File: src/sv/crba_pkg.sv
// Package for the contiguous run block allocator: field widths, reset
// constants and the command/status structs shared by controller and datapath.
// No dependencies.
package crba_pkg;

  localparam int NUM_BLOCKS_DEF = 4096;
  localparam int LEN_W          = 13;
  localparam int BLK_W          = 12;
  localparam int CNT_W          = 13;
  localparam int IN_DATA_W      = 32;
  localparam int OUT_DATA_W     = 40;
  localparam logic [LEN_W-1:0] BLOCK_COUNT_RST = 13'd4096;
  localparam logic [CNT_W-1:0] COUNT_MAX       = 13'd8191;

  // Commands from the controller to the datapath.
  typedef struct packed {
    logic clr;       // write one entry of the power-up fill
    logic load;      // capture an accepted request
    logic scan_rd;   // read the bitmap at the scan index
    logic scan_ev;   // evaluate the bit just read
    logic finalize;  // close the trailing run
    logic mark;      // clear one bit of the chosen run
    logic commit;    // latch the allocate result and lower the count
    logic free_rd;   // read the bitmap at the block to free
    logic free_ev;   // set the bit if it was used
    logic emit;      // load the output register
  } crba_cmd_t;

  // Status from the datapath to the controller.
  typedef struct packed {
    logic clr_done;
    logic is_free;
    logic want_zero;
    logic blk_bad;
    logic scan_empty;
    logic hit;
    logic last;
    logic mark_done;
  } crba_sts_t;

endpackage

File: src/sv/crba_ctrl.sv
// Controller of the run allocator: sequences the power-up fill, the bitmap
// scan, the run marking and the free update, and owns both handshakes.
// Depends on crba_pkg.
module crba_ctrl
  import crba_pkg::*;
(
  input  logic      clk,
  input  logic      rst,
  input  crba_sts_t sts,
  output crba_cmd_t cmd,
  input  logic      in_valid,
  output logic      in_ready,
  output logic      out_valid,
  input  logic      out_ready
);

  localparam logic [3:0] S_CLEAR = 4'd0;
  localparam logic [3:0] S_IDLE  = 4'd1;
  localparam logic [3:0] S_DISP  = 4'd2;
  localparam logic [3:0] S_SRD   = 4'd3;
  localparam logic [3:0] S_SEV   = 4'd4;
  localparam logic [3:0] S_FINAL = 4'd5;
  localparam logic [3:0] S_MARK  = 4'd6;
  localparam logic [3:0] S_FRD   = 4'd7;
  localparam logic [3:0] S_FEV   = 4'd8;
  localparam logic [3:0] S_DONE  = 4'd9;

  logic [3:0] state;
  logic [3:0] state_next;
  logic       slot_free;

  assign slot_free = !out_valid || out_ready;
  assign in_ready  = (state == S_IDLE);

  always_comb begin
    cmd        = '0;
    state_next = state;
    unique case (state)
      S_CLEAR: begin
        cmd.clr = 1'b1;
        if (sts.clr_done) state_next = S_IDLE;
      end
      S_IDLE: begin
        if (in_valid) begin
          cmd.load   = 1'b1;
          state_next = S_DISP;
        end
      end
      S_DISP: begin
        if (sts.is_free) begin
          state_next = sts.blk_bad ? S_DONE : S_FRD;
        end else if (sts.want_zero) begin
          state_next = S_DONE;
        end else if (sts.scan_empty) begin
          state_next = S_FINAL;
        end else begin
          state_next = S_SRD;
        end
      end
      S_SRD: begin
        cmd.scan_rd = 1'b1;
        state_next  = S_SEV;
      end
      S_SEV: begin
        cmd.scan_ev = 1'b1;
        state_next  = (sts.hit || sts.last) ? S_FINAL : S_SRD;
      end
      S_FINAL: begin
        cmd.finalize = 1'b1;
        state_next   = S_MARK;
      end
      S_MARK: begin
        if (sts.mark_done) begin
          cmd.commit = 1'b1;
          state_next = S_DONE;
        end else begin
          cmd.mark = 1'b1;
        end
      end
      S_FRD: begin
        cmd.free_rd = 1'b1;
        state_next  = S_FEV;
      end
      S_FEV: begin
        cmd.free_ev = 1'b1;
        state_next  = S_DONE;
      end
      S_DONE: begin
        if (slot_free) begin
          cmd.emit   = 1'b1;
          state_next = S_IDLE;
        end
      end
      default: state_next = S_CLEAR;
    endcase
  end

  always_ff @(posedge clk) begin
    if (rst) begin
      state     <= S_CLEAR;
      out_valid <= 1'b0;
    end else begin
      state <= state_next;
      if (cmd.emit) begin
        out_valid <= 1'b1;
      end else if (out_ready) begin
        out_valid <= 1'b0;
      end
    end
  end

`ifndef SYNTHESIS
  a_accept_dispatch: assert property (@(posedge clk) disable iff (rst)
    in_valid && in_ready |=> state == S_DISP)
    else $error("accepted request did not move to dispatch");
  a_clear_blocks_input: assert property (@(posedge clk) disable iff (rst)
    state == S_CLEAR |-> !in_ready)
    else $error("input taken during bitmap fill");
  a_emit_sets_valid: assert property (@(posedge clk) disable iff (rst)
    cmd.emit |=> out_valid)
    else $error("result emitted without output valid");
  a_emit_slot: assert property (@(posedge clk) disable iff (rst)
    cmd.emit |-> slot_free)
    else $error("result overwrote an untaken result");
`endif

endmodule

File: config.mk
export PLATFORM = sky130hd
export DESIGN_NAME = crba_ctrl
export DESIGN_NICKNAME = d
export VERILOG_FILES = /design/src/sv/crba_pkg.sv /design/src/sv/crba_ctrl.sv
export SDC_FILE = /design/constraint.sdc
export NUM_CORES = 1
export LEC_CHECK = 0
export ABC_AREA = 1
export BUFFER_PORTS_ARGS = -buffer_cell sky130_fd_sc_hd__buf_2
export CORE_AREA = 2 2 39 41
export DETAILED_ROUTE_END_ITERATION = 7
export DIE_AREA = 0 0 41 43
export PLACE_DENSITY_LB_ADDON = 0.12
export SYNTH_ARGS = -nofsm -noshare
export SYNTH_HDL_FRONTEND = slang
export SYNTH_SLANG_ARGS = --single-unit
File: constraint.sdc
create_clock -name clk -period 1.4 [get_ports clk]
set_input_delay 0.21 -clock clk [delete_from_list [all_inputs] [get_ports clk]]
set_output_delay 0.21 -clock clk [all_outputs]
set_load 0.01 [all_outputs]
# After elaboration in Yosys (flattened, before gate mapping)
# Cells that the tools add are included.
# op_classes
n_eq_ne,13
n_mux,25
reduce_logical,6
# op_table
operator,n
$pmux W4 S10,1
$mux W4,7
$eq A4 B3 Y1 const B,4
$mux W1,14
$eq A4 B2 Y1 const B,2
$eq A4 B4 Y1 const B,2
$ne A2 B2 Y1 const B,4
$mux W3,2
$eq A4 B1 Y1 const B,1
$logic_not A4 Y1,1
$reduce_and A4 Y1,1
$logic_or A1 B1 Y1,2
$mux W2,1
$reduce_bool A2 Y1,1
$logic_not A1 Y1,1
# totals
output_inout_bits,12
wordCells,46
regBits,5

# Depth between registers and ports, before layout
# Gate-level depths: netlist of run 1.
# logic_depth
ltp_word,5
depth_mapped,8

# Worst setup path before layout of run 1
# No wires, ideal clock.
# synth_path
path_kind,reg-to-output
startpoint,register state[0]
endpoint,output port cmd[0] (netlist name)
path_slack_ns,0.298
path_stages_with_launch,5
path_buffers,0
arrival_ns,0.892
cell_sequence,dfxtp_1 > inv_2 > nor2_2 > nand2_1 > nor2_1
# synth_rtl
element,line,text
"start, declared",crba_ctrl.sv:28,logic [3:0] state;
"start signal, assigned",crba_ctrl.sv:103,state <= state_next;
"end, declared",crba_ctrl.sv:10,"output crba_cmd_t cmd,"

==> results of run 1 <==
sequential cells by signal, summed over array words and instances, names as in the netlist:
name	cells
state	4
out_valid	1
worst register-to-register path: stages (launching register included):
cell	delay, ns
dfxtp_4	0.37
inv_2	0.06
nor2_4	0.14
buf_4	0.14
nand3_2	0.08
nand2_1	0.14
nor2_2	0.06
nand2_1	0.08
a21oi_2	0.05
what timing repair did:
item                                    in CTS  in global routing
endpoints found under the setup margin       6                  9
buffers inserted                             1                  0
gates resized for setup                      7                 10
hold buffers                                 0                  0
pin swaps                                    1                  1
cell usage after synthesis:
cell / number / share of area [%]
nand2_1: 25 / 20
inv_1: 16 / 13
nor2_1: 12 / 9.7
nand3_1: 7 / 7.5
nor2_2: 6 / 8.1
dfxtp_1: 5 / 22
inv_2: 5 / 4.0
a21oi_1: 2 / 2.2
o21ai_0: 2 / 2.2
a21oi_2: 1 / 1.9
nand3_2: 1 / 2.2
nand3b_1: 1 / 1.6
nand4_1: 1 / 1.3
nor2_4: 1 / 2.4
nor3_1: 1 / 1.1
o21ai_1: 1 / 1.1
per-layer routing:
metal  up-vias  part of all wire, %  GRT usage [%]
met2         7                   51           25.0
li1        317                    -              -
met3         0                  2.3           1.57
met5         -                    0              0
met1       266                   47           20.7
met4         0                    0           8.00
path summary, 6_finish.rpt:
path | startpoint | to | slack [ns] | depth (start not counted)
worst max register to register | state[0] | state[0] | 0.18 | 8
worst max-delay path | state[0] | cmd[6] | 0.06 | 4
worst min register to register | out_valid | state[3] | 0.57 | 4
worst min-delay path | rst | state[0] | 0.18 | 2
layout make-up:
cell class	count	area, sq um
Tap cell	16	20.0
Clock buffer	4	26.3
Sequential cell	5	115
Timing Repair Buffer	24	123
Inverter	21	78.8
Multi-Input combinational cell	61	320
Fill cell	156	701
kinds of logic after synthesis:
group           share of synthesized area (%)
buf+inv                                  17.0
flops                                    21.6
compound gates                           7.28
simple gates                             54.2
power by group:
| group | leakage, nW | total (W) | switching, W | internal [W] |
|---|---|---|---|---|
| clock | 0.0150 | 0.000159 | 0.0000513 | 0.000107 |
| sequential | 0.0436 | 0.000248 | 0.0000584 | 0.000190 |
| combinational | 0.361 | 0.000577 | 0.000355 | 0.000221 |
metrics by stage:
step                      worst slack [ns]  hold slack (ns)  cells
after global routing               -0.0348            0.188    131
after CTS                          -0.0112            0.178    131
after detailed placement             0.103            0.439    126
after global placement               0.110            0.435    126
final                               0.0636            0.184    131
after floorplan                      0.298            0.272     87
==> results.yml, run 1 <==
yosys:
  synth-seq-cells: 5
  syn_area_sq_um: 464
  syn_area_per_cell_sq_um: 5.34
  synthCells: 87
  yosysSeqAreaShare_pct: 21.6
  ys_warn_count: 0
  syn-num-nets: 99
  yosys.cell_types.count: 16
setup_path:
  critPathBufInv: 2
  cp_cell_sequence: "nor2_2 -> inv_1 -> nor2_2 -> buf_2"
  worstPathArrival_ns: 1.13
  crit_path_max_incr_delay_ns: 0.35
  startpoint_type: "flip-flop"
  critPathSlowestCell: "dfxtp_4"
  worstPathMaxFanout: 5
  critical-path-top-delay-family: "flip-flops"
  crit_type: "reg -> out"
  critPathRequiredTime_ns: 1.19
  crit_top_cell: "nor2_2"
  end_kind: "primary output"
die:
  core_area_sq_mm: 0.00138
  start_util_pct: 33.5
  ioPinCount: 24
  die-width_microns: 41
  die_h_microns: 43
  rows: 14
  die_area_sq_mm: 0.00176
power_and_ir_drop:
  p_total_w: 0.000983
  powerDensity_mw_per_mm2: 1440
  p_leak_nw: 0.420
  vdd_drop_max_mv: 0.842
timing:
  setup_viol: 0
  max-slew-margin-rel_pct: 83.9
  tightestPinTransition_ns: 0.241
  timing.final.crit_share_pct: 95.5
  post-route-min-period_ns: 1.34
  hold_viol: 0
  rsz0062_at_grt: "yes"
  clock_skew_ns: 0.00146
  fin_tns_setup_ns: 0
  max_freq_mhz: 748
  drv_slew: 0
place:
  gp_congestion: 0.768
  io_buffers: 23
  place_area_sq_um: 599
  dp_hpwl_microns: 979
clock_network:
  cts_tree: "built"
  insertion_delay_ns: 0.23
  clk_pin_slew_ns: 0.04
  cts_root_buffer: "clkbuf_4"
  cts_max_level: 1
  numCtsBuffers: 3
  clk_path_buf_depth: 2
  cts_sinks: 5
route:
  drt-total-wl_mm: 1.16
  drc: 0
  wire_per_inst_microns: 8.89
  vias: 590
  drt_first_pass_iters: 4
  drtIter0Drc: 9
  vias_per_cell: 4.50
  ant_nets: 0
global_route:
  gr-total-overflow: 0
  grt_pass1_wl_mm: 1.97
  antenna_found_initial: 0
  grtUsageTotal_pct: 16.0
  grt_max_degree: 7
  grt_pass1_vias: 510
final_layout:
  area_growth_syn_to_layout_pct: 47.2
  fin_nets: 128
  mostFrequentLayoutCell: "nand2_1"
  final_area_sq_um: 683
  final_cell_mix: "nand2_1 (24), buf_2 (23), inv_1 (16), nor2_1 (9), nand3_1 (6)"
  n_antenna_cell: 0
  drive_gt1_share_pct: 43.5
  utilization_pct: 49.4
job:
  drv_cap: 0
run_status:
  outcome: "complete, no violations"
min_path:
  hold_path_class: "in -> reg"
No activity file was read; power rests on OpenSTA's default activity.
==> inputs of run 2 (changes only) <==
--- a/config.mk
+++ b/config.mk
@@ -11,6 +11,7 @@
 export DETAILED_ROUTE_END_ITERATION = 7
 export DIE_AREA = 0 0 41 43
 export PLACE_DENSITY_LB_ADDON = 0.12
+export SETUP_SLACK_MARGIN = 0.1
 export SYNTH_ARGS = -nofsm -noshare
 export SYNTH_HDL_FRONTEND = slang
 export SYNTH_SLANG_ARGS = --single-unit
==> run 2 against run 1 <==
  * Via count is 2.7% higher
  * Maximum frequency is 0.21% lower
  * Critical path type unchanged
  * Cell count is 3.8% higher
  * Cell area is 13% higher
  * Clock power hardly changed
==> results.yml, run 2 (synthesis results as in run 1) <==
die:
  die_h_microns: 43
  ioPinCount: 24
  core_area_sq_mm: 0.00138
  die-width_microns: 41
  rows: 14
  die_area_sq_mm: 0.00176
  start_util_pct: 33.5
timing:
  max-slew-margin-rel_pct: 84.0
  timing.final.crit_share_pct: 95.7
  holdWs_ns: 0.183
  tightestPinTransition_ns: 0.239
  setup_viol: 0
  setup_ws_ns: 0.0608
  hold_viol: 0
  clock_skew_ns: 0.00145
  post-route-min-period_ns: 1.34
  rsz0062_at_grt: "yes"
  max_freq_mhz: 747
  drv_slew: 0
global_route:
  grt_pass1_vias: 525
  busiest_layer: "met2"
  grt_max_degree: 7
  grt_pass1_wl_mm: 2.03
  met3_usage_pct: 1.57
  gr-total-overflow: 0
  grt_use_met1_pct: 20.7
  antenna_found_initial: 0
  met2_usage_pct: 26.3
  grtUsageTotal_pct: 16.4
final_layout:
  final_cell_mix: "buf_2 (20), nand2_1 (19), inv_1 (13), nor2_1 (8)"
  fin_nets: 133
  fillers: 154
  reg_top3: "state (4), out_valid (1)"
  largest_reg_flops: 4
  utilization_pct: 55.9
  regMostFlops: "state"
  n_antenna_cell: 0
  drive_gt1_share_pct: 54.2
  mostFrequentLayoutCell: "buf_2"
  area_growth_syn_to_layout_pct: 66.6
clock_network:
  cts_tree: "built"
  numCtsBuffers: 3
  cts_sinks: 5
  insertion_delay_ns: 0.23
  holdBufCountCts: 0
  clk_pin_slew_ns: 0.04
  clk_path_buf_depth: 2
  cts_root_buffer: "clkbuf_4"
  cts_max_level: 1
route:
  drt-total-wl_mm: 1.23
  vias: 606
  vias_per_cell: 4.46
  ant_nets: 0
  wire_per_inst_microns: 9.06
  drt_first_pass_iters: 4
  drc: 0
  drtIter0Drc: 8
setup_path:
  crit_type: "reg -> out"
  crit_path_max_incr_delay_ns: 0.38
  crit_top_cell: "inv_2"
  critPathSlowestCell: "dfxtp_4"
  r2r-start: "state[0]"
  r2r_slack_ns: 0.20
  reg2reg_depth: 8
  end_kind: "primary output"
  critPathRequiredTime_ns: 1.19
  worstPathMaxFanout: 5
  worstPathArrival_ns: 1.13
  startpoint_type: "flip-flop"
  cp_cell_sequence: "inv_2 -> nor2_4 -> buf_4 -> nand2_2 -> inv_2 -> buf_6"
  r2r-end: "state[0]"
power_and_ir_drop:
  vdd_drop_max_mv: 0.965
  p_leak_nw: 0.443
  powerDensity_mw_per_mm2: 1490
place:
  dp_hpwl_microns: 979
  pre_cts_ws_ns: 0.103
  gp_congestion: 0.768
  io_buffers: 23
run_status:
  outcome: "complete, no violations"
min_path:
  hold_start: "rst"
  hold_path_class: "in -> reg"
  hold_depth: 2
  holdPathEnd: "state[0]"
job:
  drv_cap: 0
[run 2: cell count changes in the layout (fill, tap and decap cells not counted)]
cell,change
buf_2,-3
buf_4,+4
buf_6,+4
inv_1,-3
inv_2,+1
inv_4,+2
nand2_1,-5
nand2_2,+5
nor2_1,-1
nor2_4,+1
nor3_1,-1
nor3_2,+1
[run 2: worst max-delay path by stage]
stage / startpoint / to / slack, ns / cells after the start
after detailed placement: state[0] / cmd[0] / 0.10 / 5
after global routing: state[0] / cmd[8] / -0.0008 / 5
final: state[2] / cmd[5] / 0.06 / 6
after floorplan: state[0] / cmd[0] / 0.30 / 4
after CTS: state[0] / cmd[6] / 0.04 / 4
after global placement: state[0] / cmd[0] / 0.11 / 5
[run 2: worst max-delay path, delay by kind of cell, from the launching register on]
kind / cells / cell delay, ns
flops: 1 / 0.38
simple gates: 2 / 0.19
buf+inv: 4 / 0.32
[run 2: area by class of cell]
cell class	instances	area [sq um]	share of cell area, %
clock buffer	4	26.3	3.40
timing repair buffer	29	183	23.6
multi-input combinational	61	345	44.7
inverter	21	83.8	10.8
sequential	5	115	14.9
tap	16	20.0	2.59
[run 2: repair_timing]
action / 4_1_cts / 5_1_grt
setup buffers: 3 / 3
setup endpoints to repair: 10 / 11
pin swaps: 2 / 7
resized for setup: 21 / 13
[run 2: layer usage]
metal / wire [microns] / vias to the layer above
met4: 0 / 0
met1: 549 / 271
li1: - / 326
met5: 0 / -
met3: 36 / 0
met2: 646 / 9
[run 2: stage by stage]
stage | cells | instance area (sq um) | total power, W | TNS, ns
floorplan | 87 | 464 | 0.000599 | 0
global placement | 126 | 599 | 0.000748 | 0
detailed placement | 126 | 599 | 0.000748 | 0
CTS | 133 | 711 | 0.00106 | 0
global route | 136 | 773 | 0.00126 | -0.000767
finish | 136 | 773 | 0.00115 | 0
[run 2: power breakdown]
group / switching (W) / internal (W)
clock network: 0.0000512 / 0.000107
logic: 0.000406 / 0.000326
registers: 0.0000712 / 0.000190
==> inputs of run 3 (changes only) <==
--- a/config.mk
+++ b/config.mk
@@ -10,7 +10,7 @@
 export CORE_AREA = 2 2 39 41
 export DETAILED_ROUTE_END_ITERATION = 7
 export DIE_AREA = 0 0 41 43
-export PLACE_DENSITY_LB_ADDON = 0.12
+export PLACE_DENSITY = 0.61
 export SETUP_SLACK_MARGIN = 0.1
 export SYNTH_ARGS = -nofsm -noshare
 export SYNTH_HDL_FRONTEND = slang
==> run 3 against run 2 <==
  * Clock power increased by 4%
  * Combinational power increased by 2%
  * Clock skew is 0.0010 ns lower
  * Die area unchanged
  * Via count rose by 8.6%
  * Sequential share of layout area is 0.67 points lower
  * Total power up 2.5%
  * Largest power group unchanged
  * Largest cell class unchanged
==> results.yml, run 3 (synthesis results as in run 1) <==
setup_path:
  startpoint: "state[2]"
  critPathSlowestCell: "dfxtp_4"
  crit_top_cell: "nor2_4"
  critPathBufInv: 2
  critical-path-top-delay-family: "flip-flops"
  crit_type: "reg -> out"
  r2r-start: "state[0]"
  end_kind: "primary output"
  worstPathMaxFanout: 4
  crit_path_max_incr_delay_ns: 0.35
  cp_cell_sequence: "buf_4 -> nor2_4 -> nand2_2 -> nor2_4 -> buf_6"
  startpoint_type: "flip-flop"
  path_depth: 5
  critPathRequiredTime_ns: 1.19
  worstPathArrival_ns: 1.18
  reg2reg_depth: 10
run_status:
  outcome: "complete, no violations"
final_layout:
  drive_gt1_share_pct: 53.6
  fin_nets: 138
  layout.cells.non_filler: 141
  reg_top3: "state (4), out_valid (1)"
  mostFrequentLayoutCell: "buf_2"
  regMostFlops: "state"
  largest_reg_flops: 4
  n_antenna_cell: 0
  final_cell_mix: "buf_2 (21), nand2_1 (19), inv_1 (15), buf_4 (10), nor2_1 (9)"
  area_growth_syn_to_layout_pct: 74.4
clock_network:
  cts_tree: "built"
  clk_path_buf_depth: 2
  insertion_delay_ns: 0.24
  holdBufCountCts: 0
  cts_sinks: 5
  cts_max_level: 1
  numCtsBuffers: 3
  cts_root_buffer: "clkbuf_4"
  clk_pin_slew_ns: 0.04
route:
  drt-total-wl_mm: 1.50
  ant_nets: 0
  drc: 0
  vias_per_cell: 4.67
  drtIter0Drc: 9
  wire_per_inst_microns: 10.6
  vias: 658
  drt_first_pass_iters: 4
timing:
  setup_ws_ns: 0.0149
  setup_viol: 0
  post-route-min-period_ns: 1.39
  max_freq_mhz: 722
  rsz0062_at_grt: "yes"
  timing.final.crit_share_pct: 98.9
  clock_skew_ns: 0.000435
  tightestPinTransition_ns: 0.331
  fin_tns_setup_ns: 0
  hold_viol: 0
  drv_slew: 0
  max-slew-margin-rel_pct: 77.8
power_and_ir_drop:
  p_int_w: 0.000626
  p_leak_nw: 0.471
  p_total_w: 0.00118
  vdd_drop_max_mv: 0.859
  powerDensity_mw_per_mm2: 1460
  comb_power_share_pct: 63.4
  p_clk_share_pct: 14.0
  switching_share_pct: 47.0
  seqPwrFrac_pct: 22.6
  switchingPower_w: 0.000554
global_route:
  grt_pass1_wl_mm: 2.20
  grt_pass1_vias: 560
  grt_max_degree: 7
  gr-total-overflow: 0
  grtUsageTotal_pct: 18.2
  antenna_found_initial: 0
place:
  dp_hpwl_microns: 987
  dp_cells: 126
  pre_cts_ws_ns: 0.0806
  gp_congestion: 0.789
  io_buffers: 23
min_path:
  hold_depth: 2
  hold_start: "rst"
  hold_path_class: "in -> reg"
job:
  drv_cap: 0
die:
  start_util_pct: 33.5
  core_area_sq_mm: 0.00138
  die_h_microns: 43
  rows: 14
  die-width_microns: 41
  ioPinCount: 24
  die_area_sq_mm: 0.00176
run 3: changes by cell type in the layout (fill, tap and decap cells not counted), sizes merged:
cell  previous run  this run
buf             29        34
run 3: final cells by class:
| cell class | instances | area [sq um] |
|---|---|---|
| repair buffers | 34 | 214 |
| flip-flops and latches | 5 | 115 |
| clock buffers | 4 | 26.3 |
| inverters | 21 | 81.3 |
| multi-input cells | 61 | 353 |
| well taps | 16 | 20.0 |
| fillers | 140 | 574 |
run 3: through the flow:
stage	utilization [%]	cell area, sq um	hold WS [ns]
2_1_floorplan	-	464	0.272
3_3_place_gp	43.3	599	0.432
3_5_place_dp	43.3	599	0.435
4_1_cts	52.0	719	0.167
5_1_grt	58.5	810	0.173
6_report	58.5	810	0.177
run 3: power by group through the flow:
stage / registers, W / logic (W) / clock network, W
after floorplan: 0.000213 / 0.000386 / 0
after global placement: 0.000221 / 0.000531 / 0
after detailed placement: 0.000222 / 0.000527 / 0
after CTS: 0.000256 / 0.000675 / 0.000174
after global routing: 0.000268 / 0.000833 / 0.000185
final: 0.000266 / 0.000748 / 0.000165
run 3: routing by layer:
metal / global-route usage (%) / up-vias / wire [microns]
li1: - / 337 / -
met1: 23.6 / 300 / 536
met2: 28.1 / 19 / 879
met3: 3.14 / 2 / 62
met4: 8.00 / 0 / 15
met5: 0 / - / 0
run 3: repair_timing:
item                       CTS  global route
setup buffers                5             6
pin swaps                    4            11
resized for setup           18            13
setup endpoints to repair   10            11
run 3: path summary, 6_finish.rpt:
kind	to	slack (ns)
hold reg to reg	state[3]	0.60
setup / recovery	cmd[0]	0.01
setup reg to reg	state[1]	0.15
hold / removal	state[0]	0.18
